===== config.mk =====
export PLATFORM = sky130hd
export DESIGN_NAME = p1305_fifo
export DESIGN_NICKNAME = d
export VERILOG_FILES = /design/src/p1305_pkg.sv /design/src/p1305_fifo.sv
export SDC_FILE = /design/constraint.sdc
export NUM_CORES = 1
export LEC_CHECK = 0
export BUFFER_PORTS_ARGS = -buffer_cell sky130_fd_sc_hd__buf_2
export CORE_MARGIN = 8
export CORE_UTILIZATION = 45
export CTS_BUF_LIST = sky130_fd_sc_hd__clkbuf_8
export DETAILED_ROUTE_END_ITERATION = 12
export PLACE_DENSITY_LB_ADDON = 0.15
export RECOVER_POWER = 50
export SKIP_CTS_REPAIR_TIMING = 1
export SLEW_MARGIN = 20
export SYNTH_ARGS = -nofsm -noshare
export SYNTH_HDL_FRONTEND = slang
export SYNTH_SLANG_ARGS = --single-unit

===== constraint.sdc =====
create_clock -name clk -period 5.4 [get_ports clk]
set_input_delay 0.54 -clock clk [delete_from_list [all_inputs] [get_ports clk]]
set_output_delay 0.54 -clock clk [all_outputs]
set_load 0.1 [all_outputs]

===== src/p1305_pkg.sv =====
// shared types and constants for the poly1305 mac
package p1305_pkg;
	localparam int unsigned BLK_BYTES = 16;
	localparam int unsigned CNT_W = 4;

	// configuration register indexes
	typedef enum logic [1:0] {
		REG_R_LOW  = 2'd0,
		REG_R_HIGH = 2'd1,
		REG_S_LOW  = 2'd2,
		REG_S_HIGH = 2'd3
	} reg_idx_t;

	// work handed from front to back: one 128-bit block plus flags
	typedef struct packed {
		logic [127:0] blk;
		logic         absorb;
		logic         hibit;
		logic         fin;
	} job_t;

	// multiplier sequencer states
	typedef enum logic [1:0] {
		ST_IDLE,
		ST_MUL,
		ST_RED,
		ST_FIN
	} bk_state_t;
endpackage


===== src/p1305_fifo.sv =====
// short job queue between front and back
module p1305_fifo import p1305_pkg::*; (
	input  logic clk,
	input  logic arst_n,
	input  logic wr_valid,
	output logic wr_ready,
	input  job_t wr_job,
	output logic rd_valid,
	input  logic rd_ready,
	output job_t rd_job
);
	job_t       mem_q [4];
	logic [1:0] wp_q, rp_q;
	logic [2:0] cnt_q;
	logic       wr_en, rd_en;

	assign wr_ready = (cnt_q != 3'd4);
	assign rd_valid = (cnt_q != 3'd0);
	assign rd_job   = mem_q[rp_q];
	assign wr_en    = wr_valid && wr_ready;
	assign rd_en    = rd_valid && rd_ready;

	// storage
	always_ff @(posedge clk) begin
		if (wr_en)
			mem_q[wp_q] <= wr_job;
	end

	// pointers
	always_ff @(posedge clk or negedge arst_n) begin
		if (!arst_n) begin
			wp_q  <= '0;
			rp_q  <= '0;
			cnt_q <= '0;
		end else begin
			if (wr_en)
				wp_q <= wp_q + 2'd1;
			if (rd_en)
				rp_q <= rp_q + 2'd1;
			cnt_q <= cnt_q + 3'(wr_en) - 3'(rd_en);
		end
	end
endmodule


==> results of run 1 <==
==> kinds of logic (layout without fill, tap and decap cells) <==
family,after synthesis,count (layout),synth area share [%]
AOI/OAI and AO/OA,4,4,0.168
xor gates and xnor gates,4,4,0.181
adders and majority gates,7,7,0.492
buffers and inverters,36,442,1.15
DFF,531,531,82.2
muxes,131,131,15.3
and+or+nand+nor,13,13,0.517
==> flip-flops by register name, indices dropped and copies added, names as in the netlist <==
signal and flops:
rp_q 2, wp_q 2, cnt_q 3, mem_q 524
==> worst register-to-register path, stage by stage, from the launching register on <==
cell and delay (ps):
dfrtp_1 480, nor3b_1 760, and3b_4 300, clkbuf_2 1170
==> through the flow <==
step,hold WS (ps),worst slack (ps),instances
after CTS,-318,1710,1677
final,173,1810,1678
after global routing,122,1530,1678
after floorplan,244,1140,726
after global placement,388,2420,1521
after detailed placement,387,2420,1521
==> per-layer routing <==
layer / global-route usage [%] / vias up
met2: 24.3 / 277
li1: - / 3850
met3: 6.09 / 54
met1: 19.4 / 4507
met4: 5.12 / 10
met5: 0 / -
==> area by class of cell <==
class	instances	area, um^2
repair buffers	280	1330
inverters	6	22.5
clock inverters	63	260
clock buffers	93	1280
flip-flops and latches	531	15900
well taps	546	683
fillers	3410	20100
multi-input cells	159	3220
==> worst paths after layout <==
kind                                  start            end  slack (ps)
worst max register to register     cnt_q[1]   mem_q[3][73]        1810
max in group asynchronous            arst_n        rp_q[0]        4680
min in group asynchronous            arst_n        rp_q[1]         380
worst max-delay path               cnt_q[1]   mem_q[3][73]        1810
worst min-delay path            wr_job[129]  mem_q[3][129]         170
worst min register to register      wp_q[1]        wp_q[1]         610
==> synthesized netlist by cell type (all sizes together) <==
cell type	number	area [um^2]
o211ai	2	15.0
dfrtp	7	175
nand4bb	2	22.5
nand2b	4	25.0
mux4	131	2950
nor3b	1	7.51
edfxtp	524	15700
buf	25	181
fa	1	20.0
or3	1	6.26
inv	6	22.5
clkbuf	5	18.8
xor2	1	8.76
ha	6	75.1
o311ai	1	8.76
and3b	4	35.0
nand2	1	3.75
xnor2	3	26.3
o31a	1	8.76
==> results.json, run 1 <==
{
  "cp_slowest_stage_delay_ps": 1170,
  "cap_violations": 2,
  "failed_checks": "max-capacitance violations, max-slew violations",
  "viasPerCell": 5.18,
  "antenna_found_initial": 5,
  "place_congestion": 0.688,
  "grt-ovfl-total": 0,
  "insertion_delay_ps": 620,
  "drive_above_1_share_pct": 34.1,
  "status": "finished with violations",
  "routed.top_layer": "met5",
  "clkSinkCount": 531,
  "holdPathStages": 1,
  "rsz0062_at_grt": "no",
  "cts_root_buf": "clkbuf_8",
  "required_ps": 5260,
  "fin_crit_sh_pct": 66.6,
  "drt_iter0_markers": 622,
  "grt_pass1_vias": 9494,
  "wl_met3_um": 3400,
  "drc_errors": 0,
  "hold_class": "in -> reg",
  "synth.distinct_cells": 20,
  "tns_ps": 0,
  "path_depth": 3,
  "htree_levels": 3,
  "period_minus_slack_ps": 3590,
  "start_util_pct": 45.2,
  "avgSynthCellArea_um2": 26.6,
  "hold_viol_final": 0,
  "layout.cells.most_common": "edfxtp_1",
  "core-area_um2": 42800,
  "syn_area_um2": 19300,
  "rows": 76,
  "port_buffers": 267,
  "dr_wl_met2_um": 18800,
  "setup_viol": 0,
  "critPathKind": "reg -> reg",
  "crit_buf_inv": 1,
  "place_area_um2": 21400,
  "drt-pass1-iter-count": 8,
  "die_x_um": 223,
  "ios": 268,
  "final_core_util_pct": 53.1,
  "ys_seq_elements": 531,
  "ys_seq_area_share_pct": 82.2,
  "critPathTopFamily": "buffers and inverters",
  "grt_pass1_wl_um": 58200,
  "synth_warnings": 0,
  "cts_buffer_depth": 3,
  "grt_max_degree": 132,
  "nets": 1208,
  "clock.fmax_ghz": 0.278,
  "path_cells": "nor3b_1 > and3b_4 > clkbuf_2",
  "clk_pin_slew_worst_paths_ps": 60,
  "numCtsBuffers": 88,
  "maxSlewViolCount": 151,
  "slew_headroom_pct": -58.4,
  "cts_tree": "yes",
  "start_kind": "flip-flop",
  "die_h_um": 223,
  "most-common-layout-cells": "edfxtp_1, buf_2, clkbuf_1, mux4_2, clkbuf_8",
  "die_area_um2": 49900,
  "antennaDiodeCount": 0,
  "syn-num-nets": 868,
  "final_antenna_net_count": 0,
  "wl_met1_um": 15700,
  "wl_per_cell_um": 22.9,
  "drt-total-wl_um": 38500,
  "areaGrowthSynthToFinish_pct": 17.4,
  "crit_fanout": 80,
  "cpMaxStageDelayCell": "clkbuf_2",
  "r2r_cells": 3,
  "design_area_um2": 22700,
  "worst_slew_pin_slew_ps": 2380,
  "via_count": 8698,
  "track_usage_pct": 15.4,
  "skew_ps": 20.4,
  "dp_hpwl_um": 22300,
  "cp_data_arrival_time_ps": 3450,
  "end_kind": "flip-flop",
  "synthCells": 726
}
Power of run 1 is left out: the tool's default activity adds up to more than one toggle a clock period on the data nets, which glitch-free logic cannot reach.
==> run 2: changes to the inputs <==
==> constraint.sdc (replaced) <==
create_clock -name clk -period 3.4 [get_ports clk]
set_input_delay 0.34 -clock clk [delete_from_list [all_inputs] [get_ports clk]]
set_output_delay 0.34 -clock clk [all_outputs]
set_load 0.1 [all_outputs]
==> run 2 against run 1 <==
Net effect:
- the run still ends with max-capacitance violations, max-slew violations left
- register-to-register slack worse by 1200 ps
- flip-flop and latch count stayed put
- cell count is 8.3% higher
==> results.json, run 2 (synthesis gave the netlist of run 1 again) <==
{
  "cpMaxStageDelayCell": "dfrtp_4",
  "core-area_um2": 42800,
  "required_ps": 3060,
  "insertion_delay_ps": 620,
  "place_congestion": 0.709,
  "grt_max_degree": 58,
  "r2r-start": "cnt_q[2]",
  "critPathTopFamily": "buffers and inverters",
  "most-common-layout-cells": "edfxtp_1, buf_2, dlygate4sd3_1, clkbuf_1, mux4_2",
  "skew_ps": 18.8,
  "layout.cells.most_common": "edfxtp_1",
  "cts_tree": "yes",
  "drc_errors": 0,
  "htree_levels": 3,
  "die_area_um2": 49900,
  "r2r_cells": 3,
  "via_count": 9195,
  "rr_endpoint": "mem_q[2][63]",
  "fin_crit_sh_pct": 87.9,
  "drive_above_1_share_pct": 31.3,
  "cts_root_buf": "clkbuf_8",
  "end_kind": "primary output",
  "setup_viol": 0,
  "multi_input_area_um2": 3220,
  "maxSlewViolCount": 26,
  "finalNonFillerCells": 1817,
  "viasPerCell": 5.06,
  "cp_data_arrival_time_ps": 2650,
  "register_area_um2": 15900,
  "start_kind": "flip-flop",
  "failed_checks": "max-capacitance violations, max-slew violations",
  "crit_buf_inv": 2,
  "r2r_setup_slack_ps": 560,
  "ios": 268,
  "start_util_pct": 45.2,
  "worst_slew_pin_slew_ps": 1550,
  "numCtsBuffers": 86,
  "clock.fmax_ghz": 0.335,
  "hold_viol_final": 0,
  "period_minus_slack_ps": 2990,
  "antennaDiodeCount": 0,
  "track_usage_pct": 15.5,
  "port_buffers": 267,
  "status": "finished with violations",
  "holdPathStages": 3,
  "slew_headroom_pct": -3.13,
  "dpl.cell_count": 1532,
  "final_antenna_net_count": 0,
  "path_cells": "buf_12 > mux4_2 > buf_2",
  "regMostFlops": "mem_q",
  "nets": 1348,
  "layout_setup_ws_ps": 413,
  "largest_reg_flops": 524,
  "fillers": 3328,
  "grt_pass1_wl_um": 58900,
  "crit_fanout": 54,
  "grt-ovfl-total": 0,
  "die_h_um": 223,
  "drt-pass1-iter-count": 4,
  "largestRegisters": "mem_q (524), cnt_q (3)",
  "clk_pin_slew_worst_paths_ps": 60,
  "critPathKind": "reg -> out",
  "drt-total-wl_um": 39200,
  "antenna_found_initial": 2,
  "rows": 76,
  "hp-start": "rd_ready",
  "rsz0062_at_grt": "no",
  "die_x_um": 223,
  "dp_hpwl_um": 23400,
  "drt_iter0_markers": 579,
  "grt_pass1_vias": 9695,
  "cp_slowest_stage_delay_ps": 630,
  "pre_cts_ws_ps": 803,
  "areaGrowthSynthToFinish_pct": 25.2,
  "hold_class": "in -> reg",
  "clkSinkCount": 531,
  "hold_end": "rp_q[1]",
  "tns_ps": 0,
  "wl_per_cell_um": 21.6,
  "cap_violations": 1,
  "cts_buffer_depth": 3
}
[run 2: cell count changes in the layout (fill, tap and decap cells not counted), moves of 3 or more]
cell / previous run / this run
dlygate4sd3_1: 1 / 132
buf_4: 5 / 12
buf_12: 5 / 11
clkbuf_8: 93 / 89
inv_1: 39 / 35
and3b_2: 0 / 3
bufinv_16: 0 / 3
clkinvlp_4: 1 / 4
[run 2: worst max path at each step]
stage | startpoint | to | slack [ps] | cells after the start
after floorplan | cnt_q[2] | mem_q[0][0] | 630 | 2
after global placement | cnt_q[1] | cnt_q[2] | 930 | 9
after detailed placement | cnt_q[1] | cnt_q[2] | 800 | 9
after CTS | rp_q[0] | rd_job[109] | 260 | 3
after global routing | rp_q[0] | rd_job[109] | 220 | 3
final | rp_q[0] | rd_job[88] | 410 | 3
[run 2: final cells by class]
cell class / count / share of cell area [%]
Sequential cell: 531 / 65.7
Multi-Input combinational cell: 159 / 13.3
Timing Repair Buffer: 422 / 11.6
Clock buffer: 89 / 5.06
Tap cell: 546 / 2.82
Clock inverter: 64 / 1.42
Inverter: 6 / 0.0930
[run 2: worst register-to-register path, delay by kind of cell (launching register included)]
| family | cells | cell delay, ps |
|---|---|---|
| buffers and inverters | 1 | 410 |
| DFF | 1 | 450 |
| and+or+nand+nor | 2 | 1530 |
[run 2: stage by stage]
step,cell area (um^2),utilization (%),hold WS (ps)
floorplan,19400,-,44.4
global placement,21500,50.2,184
detailed placement,21500,50.2,185
CTS,23100,53.9,-531
global route,24200,56.6,32.1
finish,24200,56.6,59.1
[run 2: routing by layer]
metal	global-route usage [%]	wire (um)	vias up	share of wire [%]
met3	5.34	2770	53	7.1
li1	-	-	4128	-
met5	0	25	-	0.064
met4	5.63	727	4	1.9
met1	19.5	16300	4748	42
met2	24.9	19400	262	50
Power of run 2 is left out for the same reason.
