## config.mk

```make
export PLATFORM = sky130hd
export DESIGN_NAME = p1305_front
export DESIGN_NICKNAME = d
export VERILOG_FILES = /design/src/p1305_pkg.sv /design/src/p1305_front.sv
export SDC_FILE = /design/constraint.sdc
export NUM_CORES = 1
export LEC_CHECK = 0
export BUFFER_PORTS_ARGS = -buffer_cell sky130_fd_sc_hd__buf_2
export CAP_MARGIN = 20
export CORE_ASPECT_RATIO = 1.5
export CORE_MARGIN = 2
export CORE_UTILIZATION = 43
export DETAILED_ROUTE_END_ITERATION = 8
export GPL_TIMING_DRIVEN = 0
export HOLD_SLACK_MARGIN = 0.1
export PLACE_DENSITY = 0.77
export SLEW_MARGIN = 20
export SYNTH_ARGS = -nofsm -noshare
export SYNTH_HDL_FRONTEND = slang
export SYNTH_SLANG_ARGS = --single-unit
```

## constraint.sdc

```tcl
create_clock -name clk -period 2 [get_ports clk]
set_input_delay 0.2 -clock clk [delete_from_list [all_inputs] [get_ports clk]]
set_output_delay 0.2 -clock clk [all_outputs]
set_load 0.03 [all_outputs]
```

## src/p1305_pkg.sv

```systemverilog
// shared types and constants for the poly1305 mac
package p1305_pkg;
	localparam int unsigned BLK_BYTES = 16;
	localparam int unsigned CNT_W = 4;

	// configuration register indexes
	typedef enum logic [1:0] {
		REG_R_LOW  = 2'd0,
		REG_R_HIGH = 2'd1,
		REG_S_LOW  = 2'd2,
		REG_S_HIGH = 2'd3
	} reg_idx_t;

	// work handed from front to back: one 128-bit block plus flags
	typedef struct packed {
		logic [127:0] blk;
		logic         absorb;
		logic         hibit;
		logic         fin;
	} job_t;

	// multiplier sequencer states
	typedef enum logic [1:0] {
		ST_IDLE,
		ST_MUL,
		ST_RED,
		ST_FIN
	} bk_state_t;
endpackage

```

## src/p1305_front.sv

```systemverilog
// front end: collects bytes into blocks, pads on last, issues jobs
module p1305_front import p1305_pkg::*; (
	input  logic         clk,
	input  logic         arst_n,
	input  logic         in_valid,
	output logic         in_ready,
	input  logic [7:0]   data_byte,
	input  logic         has_byte,
	input  logic         last,
	output logic         job_valid,
	input  logic         job_ready,
	output job_t         job
);
	logic [7:0]       buf_q [BLK_BYTES];
	logic [CNT_W-1:0] cnt_q;
	logic [127:0]     cur_blk;
	logic [127:0]     pad_blk;
	logic             full_now;
	logic [CNT_W:0]   n_after;

	assign in_ready = job_ready;

	// current buffer plus the incoming byte
	always_comb begin
		for (int i = 0; i < BLK_BYTES; i++) begin
			cur_blk[i*8 +: 8] = buf_q[i];
			if (has_byte && cnt_q == CNT_W'(i))
				cur_blk[i*8 +: 8] = data_byte;
		end
	end

	assign n_after  = {1'b0, cnt_q} + (CNT_W+1)'(has_byte);
	assign full_now = n_after[CNT_W];

	// padded partial block: 0x01 after the data, zero fill
	always_comb begin
		for (int i = 0; i < BLK_BYTES; i++) begin
			if (CNT_W'(i) < n_after[CNT_W-1:0])
				pad_blk[i*8 +: 8] = cur_blk[i*8 +: 8];
			else if (CNT_W'(i) == n_after[CNT_W-1:0])
				pad_blk[i*8 +: 8] = 8'h01;
			else
				pad_blk[i*8 +: 8] = 8'h00;
		end
	end

	// job selection
	always_comb begin
		job_valid  = 1'b0;
		job.blk    = cur_blk;
		job.absorb = 1'b0;
		job.hibit  = 1'b0;
		job.fin    = 1'b0;
		if (in_valid) begin
			if (full_now) begin
				job_valid  = 1'b1;
				job.absorb = 1'b1;
				job.hibit  = 1'b1;
				job.fin    = last;
			end else if (last) begin
				job_valid  = 1'b1;
				job.blk    = pad_blk;
				job.absorb = (n_after[CNT_W-1:0] != '0);
				job.fin    = 1'b1;
			end
		end
	end

	// byte buffer
	always_ff @(posedge clk) begin
		if (in_valid && in_ready && has_byte)
			buf_q[cnt_q] <= data_byte;
	end

	// fill count
	always_ff @(posedge clk or negedge arst_n) begin
		if (!arst_n) begin
			cnt_q <= '0;
		end else if (in_valid && in_ready) begin
			if (last || full_now)
				cnt_q <= '0;
			else
				cnt_q <= n_after[CNT_W-1:0];
		end
	end
endmodule

```

==> results by group, run 1 <==
Power
  – Cell internal pwr: ~6 mW
  – Power Total: 8.84 mW
  – VDD IR max: around 0.98 mV
  – Clk pwr share: 0.383
  – Combinational share of power: 0.269
  – Switching pwr: roughly 2.8 mW
  – Leak Pwr: roughly 4 nW
  – Reg power frac: 0.348
  – Switching share of power: 0.313
  – Power Dens Cells: 759 mW/mm²

Layout
  – Most frequent cells in the layout: buf_6 (133), edfxtp_1 (128), nand2_1 (125)
  – P&R area growth vs syn: 79.4%
  – Fin util: 0.780
  – Antenna fix cells: 0
  – Fin cells: ~1100
  – Nets: 866
  – Commonest non-fill, non-tap cell in the layout: buf_6
  – Layout cells sized above 1: 0.560
  – # fillers: between 700 and 800

Place
  – Inst Count DP: 951
  – Pre-CTS setup slack: -0.601 ns
  – IO buf count: 146
  – Placer congestion estimate: 0.922
  – DPL Wire Length: 12900 µm

Yosys
  – Number of synthesized flops with an enable pin: between 100 and 150
  – Most used DFF post-synth: edfxtp_1
  – Synthesized Nets: 622
  – Count of different cell masters after synthesis: 41
  – Synth Warn #: 0
  – Yosys top cell area share: 0.592
  – Ranking of synthesized cells by area: edfxtp_1 (59%), mux2i_1 (8.9%), nand2_1 (7.9%)
  – Register area share after synthesis: 0.607
  – Register bit total from synthesis: 132
  – Async SR Flop Fraction: 0.0303
  – Mapped Cells: 606
  – Synth Area per Inst: 10.7 µm²
  – Synth Cell Area: 0.00649 mm²
  – Yosys top cell by area: edfxtp_1

Status
  – Status: finished, violations left
  – Failing checks: negative setup slack

Critical path
  – Worst path slowest cell: dfrtp_2
  – CP Max Fanout: 8
  – CP startpoint kind: register
  – Crit-path cells: ha_4, ha_4, nand3_4, buf_12, nand2_8, buf_12, a311oi_4, buf_12, nor2_1, buf_4
  – Worst path most repeated cell: buf_12
  – CP Capture Type: primary output
  – Required @ worst endpoint: 1.80 ns
  – CP arrival: between 2 and 3 ns
  – CP max stage delay: 0.44 ns
  – Crit path kind: register to primary output

GRT
  – Initial antenna violation count: 0
  – GRT Overall Usage: 0.313
  – Largest net degree at the start of global routing: 24
  – Vias in the first global route: 6358
  – Remaining Overflow, GRT: 0
  – First-pass GRT wire length: between 30000 and 40000 µm

Clocking
  – Clk Latency, worst-skew pair: between 0.4 and 0.5 ns
  – Inserted Clock Buffers: 17
  – H-tree levels: 4
  – Clock buffer depth: 2
  – CTS tree: built
  – Root buf cell: clkbuf_16
  – Clock transition at the registers of the reported paths: ~0.070 ns
  – Sink Count: 132

Timing
  – Final setup fails: ~170
  – Post-route clock skew: 0.00875 ns
  – Final Hold Slack: ~0.17 ns
  – Final WS setup: -0.704 ns
  – Tcrit/Tclk final: 1.35
  – Fin crit period: 2.70 ns
  – Fin. max-slew vios: 0
  – Worst-margin pin slew: 1.38 ns
  – Final hold viol count: 0
  – RSZ-0062 raised after global routing: yes
  – Rel. slew slack: 0.0772
  – Fmax: 0.370 GHz

Floorplanning
  – Row cnt: 55
  – I/O pins: 147
  – Core Area: 0.0149 mm²
  – Die Area: around 0.016 mm²
  – Starting Density: 0.435
  – Die height: 155 µm
  – Die Width: between 100 and 150 µm

Detailed routing
  – ANT nets after route: 0
  – Avg WL per Cell: 26.7 µm
  – Initial DRC Count: between 700 and 800
  – Avg Vias per Cell: 6.14
  – DRC: 0
  – Pre-antenna DRT Iters: 6
  – Drt total wl: approximately 28000 µm
  – DR vias: 6518

Job
  – Max-Cap Viols: 0

Min path
  – Hold crit path type: primary input to async pin
[cells by family (layout without fill, tap and decap cells)]
logic type / after synthesis / in the layout / synth area share
compound gates: 98 / 98 / 0.0830
buf+inv: 35 / 291 / 0.0237
fa+ha+maj: 2 / 2 / 0.00385
flops: 132 / 132 / 0.607
mux: 59 / 59 / 0.0911
simple gates: 276 / 276 / 0.182
xor+xnor: 4 / 4 / 0.00886
[repair_timing]
item | in CTS | in global routing
pin swaps | 54 | 32
gates cloned | 2 | 0
setup endpoints to repair | 258 | 227
setup buffers | 70 | 16
gates resized for setup | 397 | 131
endpoints found under the hold margin | 5 | 0
hold buffers | 2 | 0
[cells in the mapped netlist (2+ instances only)]
master    instances
a21oi_1          73
xnor2_2           2
o22ai_1           4
dfrtp_1           4
nand2b_1          5
nor3_1           12
buf_4             3
and2_1            2
mux2i_1          58
ha_1              2
buf_2             8
nand3_1          30
edfxtp_1        128
clkbuf_1         20
o21ai_0           8
or3_1             2
nor2b_1           4
nand3b_1          2
inv_1             2
nand2_1         137
nor3_2            2
and3_1            2
nor2_2            7
nor2_1           67
a31oi_1           6
[per-stage QoR]
stage	instance area, µm²	TNS, ns
floorplan	7100	-4.83
global placement	8080	-75.82
detailed placement	8080	-80.85
CTS	11100	-59.23
global route	11700	-84.94
finish	11700	-78.98
[state kept, by name, indices dropped and copies added (netlist names)]
signal	count
buf_q	128
cnt_q	4
[worst paths after layout]
path | startpoint | end | slack, ns | cells past startpoint
hold reg to reg | cnt_q[1] | cnt_q[1] | 0.72 | 3
hold / removal | arst_n | cnt_q[2] | 0.17 | 2
setup reg to reg | cnt_q[0] | buf_q[4][3] | -0.09 | 7
setup / recovery | cnt_q[0] | job[57] | -0.70 | 10
min in group clk | job_ready | cnt_q[0] | 0.25 | 3
max in group asynchronous | arst_n | cnt_q[0] | 1.69 | 2
[layout make-up]
| class | count | area, µm² | share of cell area |
|---|---|---|---|
| repair buffers | 229 | 2510 | 0.215 |
| clock inverters | 14 | 185 | 0.0159 |
| inverters | 2 | 7.51 | 0.000644 |
| well taps | 199 | 249 | 0.0214 |
| multi-input cells | 439 | 4080 | 0.350 |
| flip-flops and latches | 132 | 3950 | 0.339 |
| plain buffers | 29 | 259 | 0.0222 |
| clock buffers | 17 | 425 | 0.0365 |
[routing by layer]
| layer | track usage | part of all wire |
|---|---|---|
| met1 | 0.369 | 0.35 |
| met5 | 0 | 0 |
| met3 | 0.0792 | 0.10 |
| met4 | 0.181 | 0.063 |
| met2 | 0.519 | 0.48 |
[worst max-delay path, delay by kind of cell, from the launching register on]
kind / cells / cell delay [ns]
AO/OA/AOI/OAI: 1 / 0.29
adder cells (fa/ha/maj): 2 / 0.41
flip-flops: 1 / 0.44
buffers and inverters: 4 / 0.65
AND/OR/NAND/NOR: 3 / 0.26
[power groups by stage]
stage               Clock, mW  Combinational (mW)  Sequential [mW]
finish                   3.38                2.38             3.08
global route             3.49                2.43             3.08
CTS                      3.24                2.08             3.08
detailed placement          0                1.35             3.14
global placement            0                1.34             3.14
floorplan                   0               0.940             3.13
(Power assumes the default switching activity.)
==> run 2: changes to the inputs <==
Settings changed: RECOVER_POWER set to 25.
==> run 2 against run 1 <==
The flow still finishes with violations (negative setup slack). Sequential cell count unchanged. Non-clock buffer count unchanged. Clock skew increased by 0.0021 ns. Clock-buffer cell count unchanged. Utilization about the same. Via count increased by 0.48%. Cell count unchanged. Critical endpoint unchanged.
==> results by group, run 2 (synthesis gave the netlist of run 1 again) <==
Status
  – Status: finished, violations left
  – Failing checks: negative setup slack

Critical path
  – Worst path most repeated cell: buf_12
  – Required @ worst endpoint: 1.80 ns
  – Reg2Reg Depth: 7
  – Critical path depth: 10
  – Worst path slowest cell: dfrtp_2
  – CP max stage delay: approximately 0.44 ns
  – Worst r2r src: cnt_q[0]
  – CP startpoint kind: register
  – Crit-path cells: ha_4, ha_4, nand3_4, buf_12, nand2_8, buf_12, a311oi_4, buf_12, nor2_1, buf_4
  – Crit path kind: register to primary output
  – CP Max Fanout: 8
  – CP delay by family, top: buffers and inverters
  – R2R Path End: buf_q[4][3]
  – Buf/Inv on CP: 4
  – CP Capture Type: primary output
  – Reg2reg setup slack: -0.09 ns
  – CP arrival: 2.52 ns

Floorplanning
  – Die Width: between 100 and 150 µm
  – Die height: 155 µm
  – Die Area: about 0.016 mm²
  – Starting Density: 0.435
  – Core Area: 0.0149 mm²
  – Row cnt: 55
  – I/O pins: 147

Place
  – Inst Count DP: 951
  – Pre-CTS setup slack: -0.601 ns
  – DPL Wire Length: 12900 µm
  – Placer congestion estimate: 0.922
  – IO buf count: 146

Clocking
  – Sink Count: 132
  – Clock transition at the registers of the reported paths: 0.06 ns
  – Root buf cell: clkbuf_16
  – H-tree levels: 4
  – CTS tree: built
  – Clock buffer depth: 2
  – Clk Latency, worst-skew pair: 0.45 ns
  – Inserted Clock Buffers: 17

Timing
  – Fin. max-slew vios: 0
  – Worst-margin pin slew: 1.36 ns
  – Post-route clock skew: between 0.01 and 0.015 ns
  – Fin crit period: 2.72 ns
  – Fmax: 0.368 GHz
  – Tcrit/Tclk final: 1.36
  – Final setup fails: 185
  – Final hold viol count: 0
  – RSZ-0062 raised after global routing: yes
  – Final WS setup: -0.718 ns
  – Final Hold Slack: 0.179 ns
  – Rel. slew slack: 0.0946

Detailed routing
  – Drt total wl: 28200 µm
  – ANT nets after route: 0
  – Pre-antenna DRT Iters: 6
  – Avg WL per Cell: 26.6 µm
  – Initial DRC Count: 792
  – DR vias: 6549
  – Avg Vias per Cell: 6.17
  – DRC: 0

Layout
  – Most frequent cells in the layout: buf_6 (133), edfxtp_1 (128), nand2_1 (125)
  – P&R area growth vs syn: 79.4%
  – Fin cells: 1061
  – Layout cells sized above 1: 0.558
  – Commonest non-fill, non-tap cell in the layout: buf_6
  – Largest register by flop count: buf_q
  – Biggest regs: buf_q (128), cnt_q (4)
  – Antenna fix cells: 0
  – Nets: 866
  – # fillers: around 760
  – Max reg flops: about 130

Job
  – Max-Cap Viols: 0

Power
  – Leak Pwr: 4.11 nW
  – Power Dens Cells: 759 mW/mm²
  – VDD IR max: about 0.98 mV

GRT
  – Largest net degree at the start of global routing: 24
  – Remaining Overflow, GRT: 0
  – Initial antenna violation count: 0
  – GRT Overall Usage: 0.313
  – First-pass GRT wire length: 37800 µm
  – Vias in the first global route: 6358

Min path
  – Hold crit path type: primary input to async pin
==> run 2: cell types whose count changed in the layout (fill, tap and decap cells not counted), sizes merged <==
cell / change
buf: -2
clkbuf: +2
==> run 2: how the worst max path moves through the flow <==
| stage | startpoint | endpoint | slack, ns |
|---|---|---|---|
| after floorplan | cnt_q[0] | job[45] | -0.20 |
| after global placement | cnt_q[0] | job[19] | -0.56 |
| after detailed placement | cnt_q[0] | job[41] | -0.60 |
| after CTS | cnt_q[0] | job[12] | -0.55 |
| after global routing | cnt_q[0] | job[19] | -0.78 |
| final | cnt_q[0] | job[57] | -0.72 |
==> run 2: power by group <==
group / internal (mW) / switching [mW] / total (mW)
Combinational: 0.944 / 1.44 / 2.38
Clock: 2.07 / 1.32 / 3.39
Sequential: 3.06 / 0.0139 / 3.08
Total: 6.08 / 2.77 / 8.85
==> run 2: repair_timing <==
action / in CTS / in global routing
pin swaps: 54 / 32
gates resized for setup: 397 / 131
setup endpoints to repair: 258 / 227
setup buffers: 70 / 16
cloned: 2 / 0
hold buffers: 2 / 0
endpoints found under the hold margin: 5 / 0
==> run 2: final cells by class <==
cell class | count | area, µm² | area share
plain buffers | 29 | 259 | 0.0222
clock buffers | 17 | 425 | 0.0365
clock inverters | 14 | 185 | 0.0159
inverters | 2 | 7.51 | 0.000644
multi-input cells | 439 | 4080 | 0.350
flip-flops and latches | 132 | 3950 | 0.339
well taps | 199 | 249 | 0.0214
repair buffers | 229 | 2500 | 0.215
==> run 2: routing by layer <==
metal	global-route usage	wire length (µm)	part of all wire	vias to the layer above
met4	0.181	1700	0.060	0
met3	0.0792	3070	0.11	154
li1	-	-	-	2674
met2	0.519	13700	0.49	587
met1	0.369	9730	0.34	3134
met5	0	0	0	-
==> run 2: metrics by stage <==
step | utilization | TNS (ns) | total power, mW | cell area [µm²]
2_1_floorplan | - | -4.83 | 4.07 | 7100
3_3_place_gp | 0.541 | -75.82 | 4.48 | 8080
3_5_place_dp | 0.541 | -80.85 | 4.49 | 8080
4_1_cts | 0.741 | -59.23 | 8.40 | 11100
5_1_grt | 0.780 | -85.08 | 8.99 | 11700
6_report | 0.780 | -80.39 | 8.85 | 11700
==> run 3: changes to the inputs <==
Settings changed: CTS_CLUSTER_DIAMETER set to 80, PLACE_DENSITY 0.77 to 0.68.
==> run 3 against run 2 <==
The run still ends with negative setup slack left. Wire length decreased by 4.2%. Clock power decreased by 2%. Sequential share of layout area decreased by 1.0 points. Global-route usage decreased by 1.5 points. First-iteration DRC count decreased by 24%. Register-to-register slack got worse by 0.19 ns. Non-clock buffer count decreased by 7. Setup slack improved by 0.067 ns. Cell area increased by 3.1%. Sequential power about the same.
==> results by group, run 3 (synthesis gave the netlist of run 1 again) <==
Power
  – Power Total: 8.85 mW
  – Leak Pwr: 4.23 nW
  – VDD IR max: between 0.9 and 1 mV
  – Combinational share of power: 0.278
  – Clk pwr share: 0.374
  – Switching pwr: 2.81 mW
  – Cell internal pwr: 6.04 mW
  – Reg power frac: 0.348
  – Power Dens Cells: ~740 mW/mm²
  – Switching share of power: 0.317

Floorplanning
  – Row cnt: 55
  – Starting Density: 0.435
  – Die Width: 104 µm
  – Die height: 155 µm
  – Die Area: 0.0161 mm²
  – Core Area: 0.0149 mm²
  – I/O pins: around 150

Clocking
  – Inserted Clock Buffers: 17
  – Sink Count: 132
  – H-tree levels: 4
  – Root buf cell: clkbuf_16
  – Clock buffer depth: 2
  – Clk Latency, worst-skew pair: 0.42 ns
  – Clock transition at the registers of the reported paths: roughly 0.06 ns
  – CTS tree: built

Detailed routing
  – Drt total wl: 27100 µm
  – Avg WL per Cell: 25.6 µm
  – Avg Vias per Cell: approximately 6
  – Pre-antenna DRT Iters: 5
  – DR vias: about 6300
  – ANT nets after route: 0
  – DRC: 0
  – Initial DRC Count: around 600

Place
  – Pre-CTS setup slack: -0.598 ns
  – Inst Count DP: 951
  – Placer congestion estimate: 0.901
  – DPL Wire Length: 13600 µm
  – IO buf count: between 100 and 150

GRT
  – Largest net degree at the start of global routing: 24
  – Initial antenna violation count: 0
  – Remaining Overflow, GRT: 0
  – GRT Overall Usage: 0.298
  – First-pass GRT wire length: 36300 µm
  – Vias in the first global route: 6290

Timing
  – RSZ-0062 raised after global routing: yes
  – Fmax: 0.377 GHz
  – Fin crit period: 2.65 ns
  – Post-route clock skew: 0.0130 ns
  – Fin. max-slew vios: 0
  – Tcrit/Tclk final: 1.33
  – Worst-margin pin slew: 1.45 ns
  – Final hold viol count: 0
  – Rel. slew slack: 0.0334
  – Final WS setup: -0.651 ns
  – Final setup fails: 144

Status
  – Status: finished, violations left
  – Failing checks: negative setup slack

Critical path
  – Worst r2r src: cnt_q[0]
  – CP Max Fanout: 10
  – Crit path kind: register to primary output
  – CP startpoint: cnt_q[0]
  – CP Capture Type: primary output
  – Required @ worst endpoint: roughly 1.8 ns
  – CP endpoint: job[75]
  – R2R Path End: buf_q[13][6]
  – CP arrival: 2.45 ns
  – Reg2reg setup slack: -0.28 ns
  – Reg2Reg Depth: 6
  – CP startpoint kind: register

Layout
  – Fin cells: 1056
  – Max reg flops: 128
  – Biggest regs: buf_q (128), cnt_q (4)
  – Antenna fix cells: 0
  – Layout cells sized above 1: 0.606
  – Most frequent cells in the layout: buf_6 (142), edfxtp_1 (128), nand2_1 (118)
  – Nets: between 800 and 900
  – Commonest non-fill, non-tap cell in the layout: buf_6
  – Largest register by flop count: buf_q
  – P&R area growth vs syn: 84.9%
  – Fin util: 0.804

Min path
  – Hold crit path type: primary input to async pin

Job
  – Max-Cap Viols: 0
## run 3: how the worst min path moves through the flow
stage	from	end
6_report	arst_n	cnt_q[2]
5_1_grt	arst_n	cnt_q[1]
3_5_place_dp	arst_n	cnt_q[3]
3_3_place_gp	arst_n	cnt_q[1]
4_1_cts	last	cnt_q[3]
2_1_floorplan	arst_n	cnt_q[0]
## run 3: stage by stage
step,TNS (ns),hold WS (ns),instance area [µm²]
6_report,-68.31,0.220,12000
4_1_cts,-79.51,0.130,11000
2_1_floorplan,-4.83,-0.0956,7100
3_5_place_dp,-83.00,0.00972,8080
5_1_grt,-74.19,0.219,12000
3_3_place_gp,-70.60,0.00614,8080
## run 3: what timing repair did
| item | 4_1_cts | 5_1_grt |
|---|---|---|
| gates resized for setup | 430 | 169 |
| buffers inserted | 54 | 20 |
| setup endpoints to repair | 259 | 255 |
| cloned | 2 | 0 |
| hold endpoints to repair | 5 | 0 |
| hold buffers | 2 | 0 |
| pin swaps | 64 | 34 |
## run 3: per-layer routing
layer | share of wire | track usage | vias up | wire [µm]
met5 | 0 | 0 | - | 0
met4 | 0.038 | 0.133 | 0 | 1040
met3 | 0.079 | 0.0577 | 84 | 2130
met2 | 0.54 | 0.538 | 393 | 14500
met1 | 0.35 | 0.341 | 3156 | 9390
li1 | - | - | 2672 | -
## run 3: final cells by class
cell class,count,area [µm²]
plain buffers,28,273
clock buffers,17,425
clock inverters,15,195
fillers,755,2920
inverters,2,7.51
multi-input cells,440,4440
flip-flops and latches,132,3950
well taps,199,249
repair buffers,223,2470
## run 3: power groups by stage
stage	clock (mW)	combinational (mW)	sequential, mW
2_1_floorplan	0	0.940	3.13
3_3_place_gp	0	1.34	3.14
3_5_place_dp	0	1.36	3.14
4_1_cts	3.25	2.07	3.07
5_1_grt	3.41	2.53	3.08
6_report	3.31	2.46	3.08
## run 3: critical path, cell delays in order (launching register included)
cell	delay [ns]
dfrtp_2	0.40
ha_4	0.16
buf_4	0.12
nand3_4	0.13
xnor2_4	0.33
buf_12	0.22
nand3_2	0.18
o22ai_4	0.30
buf_6	0.18
